File: config.mk
export PLATFORM = sky130hd
export DESIGN_NAME = fixed_width_decimal_display_formatter_core
export DESIGN_NICKNAME = d
export VERILOG_FILES = /design/src/fwdf_pkg.sv /design/src/fixed_width_decimal_display_formatter_core.sv /design/src/fwdf_bcd.sv /design/src/fwdf_seq.sv
export SDC_FILE = /design/constraint.sdc
export NUM_CORES = 1
export LEC_CHECK = 0
export BUFFER_PORTS_ARGS = -buffer_cell sky130_fd_sc_hd__buf_2
export CAP_MARGIN = 20
export CELL_PAD_IN_SITES_DETAIL_PLACEMENT = 1
export CELL_PAD_IN_SITES_GLOBAL_PLACEMENT = 1
export CORE_MARGIN = 2
export CORE_UTILIZATION = 46
export DETAILED_ROUTE_END_ITERATION = 10
export PLACE_DENSITY_LB_ADDON = 0.1
export REMOVE_ABC_BUFFERS = 1
export SLEW_MARGIN = 20
export SYNTH_ARGS = -nofsm -noshare
export SYNTH_HDL_FRONTEND = slang
export SYNTH_SLANG_ARGS = --single-unit
File: constraint.sdc
create_clock -name clk -period 3.9 [get_ports clk]
set_input_delay 0.975 -clock clk [delete_from_list [all_inputs] [get_ports clk]]
set_output_delay 0.975 -clock clk [all_outputs]
set_load 0.02 [all_outputs]
File: src/fwdf_pkg.sv
package fwdf_pkg;

	// Field widths of a transaction.
	localparam int BIN_W  = 31;
	localparam int CNT_W  = 5;
	localparam int DIG_W  = 4;
	localparam int BYTE_W = 8;

	// Last step of the bit-serial conversion, one step per magnitude bit.
	localparam logic [CNT_W-1:0] CONV_LAST = CNT_W'(BIN_W - 1);

	// Display characters.
	localparam logic [BYTE_W-1:0] CH_DOT   = 8'h2E;
	localparam logic [BYTE_W-1:0] CH_MINUS = 8'h2D;
	localparam logic [BYTE_W-1:0] CH_SPACE = 8'h20;
	localparam logic [BYTE_W-1:0] CH_ZERO  = 8'h30;

	// Sequencer states.
	typedef enum logic [1:0] {
		ST_IDLE,
		ST_CONV,
		ST_ALIGN,
		ST_EMIT
	} state_t;

	// Commands from the sequencer to the decimal shift register.
	typedef struct packed {
		logic load;
		logic dabble;
		logic shift;
	} bcd_cmd_t;

endpackage

File: src/fixed_width_decimal_display_formatter_core.sv
// Formats a binary magnitude as a right-aligned decimal field for a character
// display. A transaction is taken when start is high while busy is low. Each
// output byte appears for exactly one cycle with strobe high and cannot be
// held off, so the receiver must take every byte as it comes. The cursor
// address byte, when there is one, appears in the cycle after start. The
// magnitude is then converted to decimal one bit a cycle, the digits are
// aligned one digit a cycle, and one byte follows per cycle: digits, plus a
// point and a minus sign where requested. A transaction with a digit count
// of zero returns at most the address byte and leaves busy low.
module fixed_width_decimal_display_formatter_core #(
	parameter int MAX_DIGITS = 9
) (
	input  logic        clk,
	input  logic        arst_n,
	input  logic        start,
	output logic        busy,
	input  logic [30:0] magnitude,
	input  logic [3:0]  digit_count,
	input  logic [3:0]  fraction_digits,
	input  logic        is_negative,
	input  logic [7:0]  start_address,
	output logic        strobe,
	output logic [7:0]  out_byte,
	output logic        is_data,
	output logic        last
);

	fwdf_pkg::bcd_cmd_t            cmd;
	logic [fwdf_pkg::DIG_W-1:0]    top_digit;

	// Serial binary to decimal register.
	fwdf_bcd #(
		.NDIG(MAX_DIGITS)
	) u_bcd (
		.clk       (clk),
		.magnitude (magnitude),
		.cmd       (cmd),
		.top_digit (top_digit)
	);

	// Sequencer producing the byte stream.
	fwdf_seq #(
		.MAX_DIGITS(MAX_DIGITS)
	) u_seq (
		.clk             (clk),
		.arst_n          (arst_n),
		.start           (start),
		.digit_count     (digit_count),
		.fraction_digits (fraction_digits),
		.is_negative     (is_negative),
		.start_address   (start_address),
		.top_digit       (top_digit),
		.cmd             (cmd),
		.busy            (busy),
		.strobe          (strobe),
		.out_byte        (out_byte),
		.is_data         (is_data),
		.last            (last)
	);

endmodule

File: src/fwdf_bcd.sv
module fwdf_bcd #(
	parameter int NDIG = 9
) (
	input  logic                          clk,
	input  logic [fwdf_pkg::BIN_W-1:0]    magnitude,
	input  fwdf_pkg::bcd_cmd_t            cmd,
	output logic [fwdf_pkg::DIG_W-1:0]    top_digit
);

	localparam int BCD_W = fwdf_pkg::DIG_W * NDIG;

	logic [fwdf_pkg::BIN_W-1:0] bin_q;
	logic [BCD_W-1:0]           bcd_q;
	logic [BCD_W-1:0]           adj;

	// Add three to every digit of five or more before the next shift.
	// Only the low NDIG digits are kept, which leaves the value modulo ten
	// to that many digits.
	always_comb begin
		for (int k = 0; k < NDIG; k++) begin
			if (bcd_q[k*4 +: 4] >= 4'd5) begin
				adj[k*4 +: 4] = bcd_q[k*4 +: 4] + 4'd3;
			end else begin
				adj[k*4 +: 4] = bcd_q[k*4 +: 4];
			end
		end
	end

	// Binary shifts out at the top into the decimal register, one bit a cycle;
	// afterwards the decimal register shifts out one digit a cycle.
	always_ff @(posedge clk) begin
		if (cmd.load) begin
			bin_q <= magnitude;
			bcd_q <= '0;
		end else if (cmd.dabble) begin
			bin_q <= bin_q << 1;
			bcd_q <= {adj[BCD_W-2:0], bin_q[fwdf_pkg::BIN_W-1]};
		end else if (cmd.shift) begin
			bcd_q <= bcd_q << fwdf_pkg::DIG_W;
		end
	end

	assign top_digit = bcd_q[BCD_W-1 -: fwdf_pkg::DIG_W];

endmodule

File: src/fwdf_seq.sv
module fwdf_seq #(
	parameter int MAX_DIGITS = 9
) (
	input  logic                          clk,
	input  logic                          arst_n,
	input  logic                          start,
	input  logic [3:0]                    digit_count,
	input  logic [3:0]                    fraction_digits,
	input  logic                          is_negative,
	input  logic [7:0]                    start_address,
	input  logic [fwdf_pkg::DIG_W-1:0]    top_digit,
	output fwdf_pkg::bcd_cmd_t            cmd,
	output logic                          busy,
	output logic                          strobe,
	output logic [7:0]                    out_byte,
	output logic                          is_data,
	output logic                          last
);

	localparam logic [3:0] MAX_D = 4'(MAX_DIGITS);

	fwdf_pkg::state_t state_q, state_d;
	logic [fwdf_pkg::CNT_W-1:0] cnt_q, cnt_d;
	logic       sign_q, sign_d;
	logic       lead_q, lead_d;
	logic       dot_q, dot_d;
	logic [3:0] d_q;
	logic [3:0] frac_q;
	logic [3:0] dsat;
	logic       take;
	logic       emit_v;
	logic [7:0] emit_byte;
	logic       emit_data;
	logic       emit_last;
	logic       pt_hit;
	logic       blank;
	logic       final_digit;
	logic       strobe_q;
	logic [7:0] byte_q;
	logic       data_q;
	logic       last_q;

	// Digit count saturated to the configured maximum.
	assign dsat = (digit_count > MAX_D) ? MAX_D : digit_count;

	// Position tests for the digit currently at the head of the register.
	assign pt_hit      = (cnt_q + {1'b0, frac_q}) == {1'b0, d_q};
	assign blank       = lead_q && (top_digit == '0)
		&& ((cnt_q + {1'b0, frac_q} + 5'd1) < {1'b0, d_q});
	assign final_digit = cnt_q == ({1'b0, d_q} - 5'd1);

	// Next state and the byte to present in the next cycle.
	always_comb begin
		state_d   = state_q;
		cnt_d     = cnt_q;
		sign_d    = sign_q;
		lead_d    = lead_q;
		dot_d     = dot_q;
		cmd       = '0;
		take      = 1'b0;
		emit_v    = 1'b0;
		emit_byte = fwdf_pkg::CH_SPACE;
		emit_data = 1'b1;
		emit_last = 1'b0;
		unique case (state_q)
			fwdf_pkg::ST_IDLE: begin
				if (start) begin
					take     = 1'b1;
					cmd.load = 1'b1;
					sign_d   = is_negative;
					lead_d   = 1'b1;
					dot_d    = 1'b0;
					cnt_d    = '0;
					if ((fraction_digits != 4'd0) || is_negative) begin
						emit_v    = 1'b1;
						emit_byte = start_address
							- {7'd0, (fraction_digits != 4'd0)}
							- {7'd0, is_negative};
						emit_data = 1'b0;
						emit_last = (dsat == 4'd0);
					end
					if (dsat != 4'd0) begin
						state_d = fwdf_pkg::ST_CONV;
					end
				end
			end
			fwdf_pkg::ST_CONV: begin
				cmd.dabble = 1'b1;
				cnt_d      = cnt_q + 5'd1;
				if (cnt_q == fwdf_pkg::CONV_LAST) begin
					cnt_d   = '0;
					state_d = (d_q == MAX_D) ? fwdf_pkg::ST_EMIT : fwdf_pkg::ST_ALIGN;
				end
			end
			fwdf_pkg::ST_ALIGN: begin
				cmd.shift = 1'b1;
				cnt_d     = cnt_q + 5'd1;
				if ((cnt_q + 5'd1) == {1'b0, MAX_D - d_q}) begin
					cnt_d   = '0;
					state_d = fwdf_pkg::ST_EMIT;
				end
			end
			fwdf_pkg::ST_EMIT: begin
				emit_v = 1'b1;
				if (!dot_q && pt_hit) begin
					emit_byte = fwdf_pkg::CH_DOT;
					dot_d     = 1'b1;
				end else if (!blank && sign_q) begin
					emit_byte = fwdf_pkg::CH_MINUS;
					sign_d    = 1'b0;
				end else begin
					emit_byte = blank ? fwdf_pkg::CH_SPACE
						: fwdf_pkg::CH_ZERO + {4'd0, top_digit};
					if (!blank) begin
						lead_d = 1'b0;
					end
					cmd.shift = 1'b1;
					dot_d     = 1'b0;
					cnt_d     = cnt_q + 5'd1;
					if (final_digit) begin
						emit_last = 1'b1;
						state_d   = fwdf_pkg::ST_IDLE;
					end
				end
			end
			default: begin
				state_d = fwdf_pkg::ST_IDLE;
			end
		endcase
	end

	// Control registers.
	always_ff @(posedge clk or negedge arst_n) begin
		if (!arst_n) begin
			state_q  <= fwdf_pkg::ST_IDLE;
			cnt_q    <= '0;
			sign_q   <= 1'b0;
			lead_q   <= 1'b0;
			dot_q    <= 1'b0;
			strobe_q <= 1'b0;
		end else begin
			state_q  <= state_d;
			cnt_q    <= cnt_d;
			sign_q   <= sign_d;
			lead_q   <= lead_d;
			dot_q    <= dot_d;
			strobe_q <= emit_v;
		end
	end

	// Transaction fields and the output byte.
	always_ff @(posedge clk) begin
		if (take) begin
			d_q    <= dsat;
			frac_q <= fraction_digits;
		end
		byte_q <= emit_byte;
		data_q <= emit_data;
		last_q <= emit_last;
	end

	assign busy     = (state_q != fwdf_pkg::ST_IDLE);
	assign strobe   = strobe_q;
	assign out_byte = byte_q;
	assign is_data  = data_q;
	assign last     = last_q;

endmodule
* Word-level counts from Yosys, hierarchy flattened
Cells that the tools add are included.
** Word-level totals
- Logic and storage cells :: 145
- Output and inout port bits :: 12
- Flip-flop bits (word level) :: 96
- Input bits :: 51
** Operators by class
- Add/sub/neg operators :: 17
- Magnitude comparators :: 11
- Multiplexer cells :: 64
- Reduce and logical (&&, ||, !) cells :: 22
- Equality and inequality tests :: 18
** Operator list (number)
- $mux W36 :: 2
- $mux W31 :: 2
- $mux W8 :: 5
- $ge A4 B3 Y1 const B :: 9
- $mux W4 :: 9
- $add A4 B2 Y4 const B :: 8
- $mux W5 :: 5
- $mux W1 :: 24
- $pmux W5 S4 :: 1
- $pmux W8 S2 :: 1
- $sub A8 B1 Y8 :: 2
- $mux W2 :: 7
- $pmux W1 S2 :: 6
- $add A5 B1 Y5 const B :: 2
- $eq A5 B4 Y1 :: 2
- $ne A2 B1 Y1 const B :: 5
- $logic_not A4 Y1 :: 2
- $ne A2 B2 Y1 const B :: 4
- $pmux W2 S4 :: 1
- $reduce_bool A2 Y1 :: 4
- $reduce_bool A4 Y1 :: 2
- $add A6 B4 Y7 const A :: 1
- $reduce_and A7 Y1 :: 1
- $reduce_and A3 Y1 :: 2
- other kinds (20) :: 25

* Depth between registers and ports, before layout
- Depth in word-level cells :: 11
- Depth in mapped cells :: 15
- Gate-level depth less buffers :: 13

* By module
From an unflattened synthesis, not the netlist that was laid out.
** Second synthesis, totals
- Cell total of the unflattened synthesis :: 569
- Area total of the unflattened synthesis :: 5894.4 µm²
** Modules (own cells, without submodules)
- fwdf_bcd :: sequential area each 1651.6 µm², area an instance 3796.1 µm², times used 1, cells an instance 352
- fwdf_seq :: sequential area each 715.7 µm², area an instance 2098.3 µm², times used 1, cells an instance 217

* Worst setup path before layout
Ideal clock, no wire load.
- Path kind :: register -> register
- Start :: register u_seq.cnt_q[0] (netlist bit)
- End :: register u_seq.state_q[1]
- Data required time :: 3.772 ns
- Buffers on the path :: 0
- Arrival time :: 3.407 ns
- Library setup time :: 0.128 ns
- Clock period less this slack :: 3.535 ns
- Slack :: 0.365 ns
- Cell stages (with the launch flop) :: 13
- Path through :: dfrtp_1 ha_1 inv_1 fa_1 xnor2_1 and3_1 xnor2_1 ha_1 or4_1 o21a_1 a211oi_2 o221ai_1 mux2_1
** On the way
- Longest elaborated chain between the ends :: 8
- Elaborated cells on any way between the ends :: 18
- Those cells by class :: 3 x add/sub; 1 x order compare; 9 x eq/ne; 5 x reduce/logical
** RTL lines
- start: declaration :: RTL line fwdf_seq.sv:23 : logic [fwdf_pkg::CNT_W-1:0] cnt_q, cnt_d;
- start signal: assignment :: RTL line fwdf_seq.sv:143 : cnt_q <= cnt_d;
- $add A5 B4 Y5 :: RTL line fwdf_seq.sv:47, fwdf_seq.sv:49
- $add A5 B1 Y5 :: RTL line fwdf_seq.sv:49 : && ((cnt_q + {1'b0, frac_q} + 5'd1) < {1'b0, d_q});
- $lt A5 B4 Y1 :: RTL line fwdf_seq.sv:49
- $logic_and A1 B1 Y1 :: RTL line fwdf_seq.sv:49
- $logic_not A1 Y1 :: RTL line fwdf_seq.sv:108 : end else if (!blank && sign_q) begin
- $logic_and A1 B1 Y1 :: RTL line fwdf_seq.sv:108
- $ne A2 B2 Y1 (no line)
- $reduce_and A7 Y1 (no line) *
- end signal: assignment :: RTL line fwdf_seq.sv:135 : state_q <= fwdf_pkg::ST_IDLE;
- end signal: assignment :: RTL line fwdf_seq.sv:142 : state_q <= state_d;
- end: declaration :: RTL line fwdf_seq.sv:22 : fwdf_pkg::state_t state_q, state_d;
Mark *: on every way between the ends. The rest lies on a longest branch, timed or not.
A chain may end at the register's enable or synchronous reset.

* Worst setup path after layout
- Start :: register u_seq.cnt_q[0] (netlist bit)
- End :: register u_bcd.bcd_q[3]
** On the way
- Longest elaborated chain between the ends :: 10
- Elaborated cells on any way between the ends :: 12
- Those cells by class :: 2 x add/sub; 1 x order compare; 1 x eq/ne; 3 x mux; 5 x reduce/logical
** RTL lines
- $add A5 B4 Y5 * :: RTL line fwdf_seq.sv:47, fwdf_seq.sv:49
- $add A5 B1 Y5 :: RTL line fwdf_seq.sv:49
- $lt A5 B4 Y1 :: RTL line fwdf_seq.sv:49
- $logic_and A1 B1 Y1 :: RTL line fwdf_seq.sv:49
- $logic_not A1 Y1 :: RTL line fwdf_seq.sv:108
- $logic_and A1 B1 Y1 :: RTL line fwdf_seq.sv:108
- $mux W1 :: RTL line fwdf_seq.sv:108
- $mux W1 * :: RTL line fwdf_seq.sv:105 : if (!dot_q && pt_hit) begin
- $pmux W1 S2 * :: RTL line fwdf_seq.sv:65 : unique case (state_q)
- $reduce_bool A2 Y1 (no line) *
- end signal: assignment :: RTL line fwdf_bcd.sv:37 : bcd_q <= {adj[BCD_W-2:0], bin_q[fwdf_pkg::BIN_W-1]};
- end signal: assignment :: RTL line fwdf_bcd.sv:39 : bcd_q <= bcd_q << fwdf_pkg::DIG_W;
- end: declaration :: RTL line fwdf_bcd.sv:13 : logic [BCD_W-1:0] bcd_q;
Marks and branches as above.

==> out/results.tsv <==
metric	value	unit
status	completed	
delay-heaviest family, CP	adder cells	
DPL Wire Length	11000	um
row count	42	
vias in the first global route	5465	
WHS	0.487	ns
unrepaired setup endpoints after global routing	no	
Mean Syn Cell Area	8.99	um^2
# diodes	0	
Gate Count Post-Synth	683	
worst skew pair latency	0.36	ns
Worst-Margin Slew	0.740	ns
Final Critical Period	3.66	ns
Clock transition at path regs	0.07	ns
synth-to-layout area growth	13.7	%
final hold violation count	0	
initial core utilization	46.8	%
Peak VDD IR	0.425	mV
initial antenna violation count	0	
Vias	5160	
Worst Setup Path Type	reg2reg	
Crit Path Max Fanout	21	
Setup WS pre-CTS	0.153	ns
Die ar.	14300	um^2
drt drc	0	
max cap viols	0	
clk_skew	0.00974	ns
Worst Path Required	4.15	ns
Hold Crit Class	in2async	
dpl cells	894	
core area	13100	um^2
Distinct cells, synth	56	
hold buffers post-CTS	0	
post-detailed-route count of antenna-violating nets	0	
critical path data arrival time	3.91	ns
port bufs	62	
slowest stage cell on the critical path	fa_1	
fmax	273	MHz
clock root buffer	clkbuf_16	
Pre-antenna DRT Iters	5	
Worst slew margin	50.5	%
setup violators final	0	
Worst Setup Start Kind	flop	
Cell Area, Synth	6140	um^2
CTS tree	done	
initial drt markers	318	
fillcell total	1534	
first-pass GRT wire length	26600	um
Seq/Total Area, Yosys	38.5	%
Final nets	825	
Die Wd	120	um
Routed Wire Length	16000	um
total global-route track usage	23.1	%
critical path cell sequence	ha_1 -> inv_1 -> fa_1 -> inv_1 -> ha_1 -> ha_1 -> nor2b_1 -> o21a_1 -> o21a_1 -> o21a_1 -> a2111oi_4 -> buf_4 -> buf_12 -> o22ai_1 -> a32o_1	
Seq cells post-synth	96	
period utilization	93.9	%
die height	120	um
CP endpoint kind	flop	
cts bufs inserted	9	
EDFF count, synth	39	
wire length per cell	17.6	um
gr ovfl total	0	
Tot Pwr	6.64	mW
Leak	2.86	nW
Cell Pwr Density	950	nW/um^2
R2R setup slack	0.24	ns
layout cell share with drive strength beyond 1	17.8	%
yosys warns	0	
Largest stage delay, worst path	0.58	ns
Via density	5.65	
post-synthesis async set-or-reset flop share	11.5	%
TNS Setup	0	ns
setup ws final	0.239	ns
Top FF cell, synth	dfxtp_1	
CTS sink cnt	96	
GP Congestion	0.807	
pin count of the biggest net entering global routing	42	
Layout Cells excl Fill	913	
Final Max Slew Viols	0	
H-Tree Depth	3	
IO Count	63	
Worst Path Buf+Inv	4	
CTS Buffer Depth	2	
==> kinds of logic after synthesis <==
group / count (synthesis) / synth area share, %
XOR/XNOR: 39 / 5.91
multiplexers: 16 / 2.83
adder cells (fa/ha/maj): 42 / 8.80
AO/OA/AOI/OAI: 153 / 19.3
AND/OR/NAND/NOR: 244 / 18.3
buffers and inverters: 93 / 6.27
flip-flops: 96 / 38.5
==> registers in the layout, summed over array words and instances (netlist names) <==
register        cells
u_bcd.bcd_q        36
u_bcd.bin_q        31
u_seq.out_byte      8
u_seq.cnt_q         5
u_seq.d_q           4
u_seq.frac_q        4
u_seq.state_q       2
u_seq.dot_q         1
u_seq.is_data       1
u_seq.last          1
u_seq.lead_q        1
u_seq.sign_q        1
u_seq.strobe        1
==> Yosys cell counts, types with 20 or more instances <==
master | count | share of area [%]
o21ai_0 | 20 | 1.6
nor2_1 | 31 | 1.9
dfxtp_1 | 46 | 15
a21oi_1 | 31 | 2.5
ha_1 | 40 | 8.1
clkbuf_1 | 29 | 1.8
nor3_1 | 27 | 2.2
nand2b_1 | 23 | 2.3
nand2_1 | 117 | 7.1
xnor2_1 | 30 | 4.3
inv_1 | 51 | 3.1
a211oi_2 | 25 | 5.1
edfxtp_1 | 39 | 19
==> what timing repair did <==
item                       CTS  global route
setup endpoints to repair    0            31
gates resized for setup      0             4
setup buffers                0             2
==> through the flow <==
step	util, %	cell area [um^2]
floorplan	-	5950
global placement	50.5	6630
detailed placement	50.5	6630
CTS	52.8	6930
global route	53.2	6990
finish	53.2	6990
==> worst paths after layout <==
kind | start | endpoint | depth (start not counted)
setup / recovery | u_seq.cnt_q[0] | u_bcd.bcd_q[3] | 15
hold / removal | arst_n | u_seq.cnt_q[2] | 1
setup reg to reg | u_seq.cnt_q[0] | u_bcd.bcd_q[3] | 15
hold reg to reg | u_bcd.bin_q[28] | u_bcd.bin_q[29] | 2
max in group asynchronous | arst_n | u_seq.cnt_q[0] | 1
min in group clk | u_bcd.bin_q[28] | u_bcd.bin_q[29] | 2
==> cells in the final DEF (no fill, tap or decap), types with 27 or more instances in the layout <==
| master | n |
|---|---|
| buf_2 | 62 |
| xnor2_1 | 30 |
| edfxtp_1 | 39 |
| nand2_1 | 117 |
| nor2_1 | 31 |
| nor3_1 | 27 |
| inv_1 | 50 |
| dfxtp_1 | 46 |
| a21oi_1 | 30 |
| ha_1 | 40 |
==> power by group <==
group          leakage, nW  switching, mW  total [mW]  internal, mW
combinational         1.83           2.14        3.72          1.57
sequential           0.890          0.397        1.99          1.59
clock                0.142          0.430       0.934         0.505
total                 2.86           2.97        6.64          3.67
==> area by class of cell <==
class                      count  area (um^2)  share of cell area, %
sequential                    96         2370                   33.9
clock inverter                 7         77.6                   1.11
timing repair buffer          79          497                   7.11
multi-input combinational    494         3400                   48.7
clock buffer                   9          225                   3.22
inverter                      52          195                   2.79
tap                          176          220                   3.15
==> per-layer routing <==
layer  vias to the layer above  share of wire, %  wire length (um)  GRT usage (%)
li1                       2495                 -                 -              -
met1                      2588                45              7180           29.0
met2                        61                51              8140           40.5
met3                        16               3.0               474           4.23
met4                         0               1.5               237           6.91
met5                         -                 0                 0              0
Note: power is estimated with default switching activity, not from simulation.
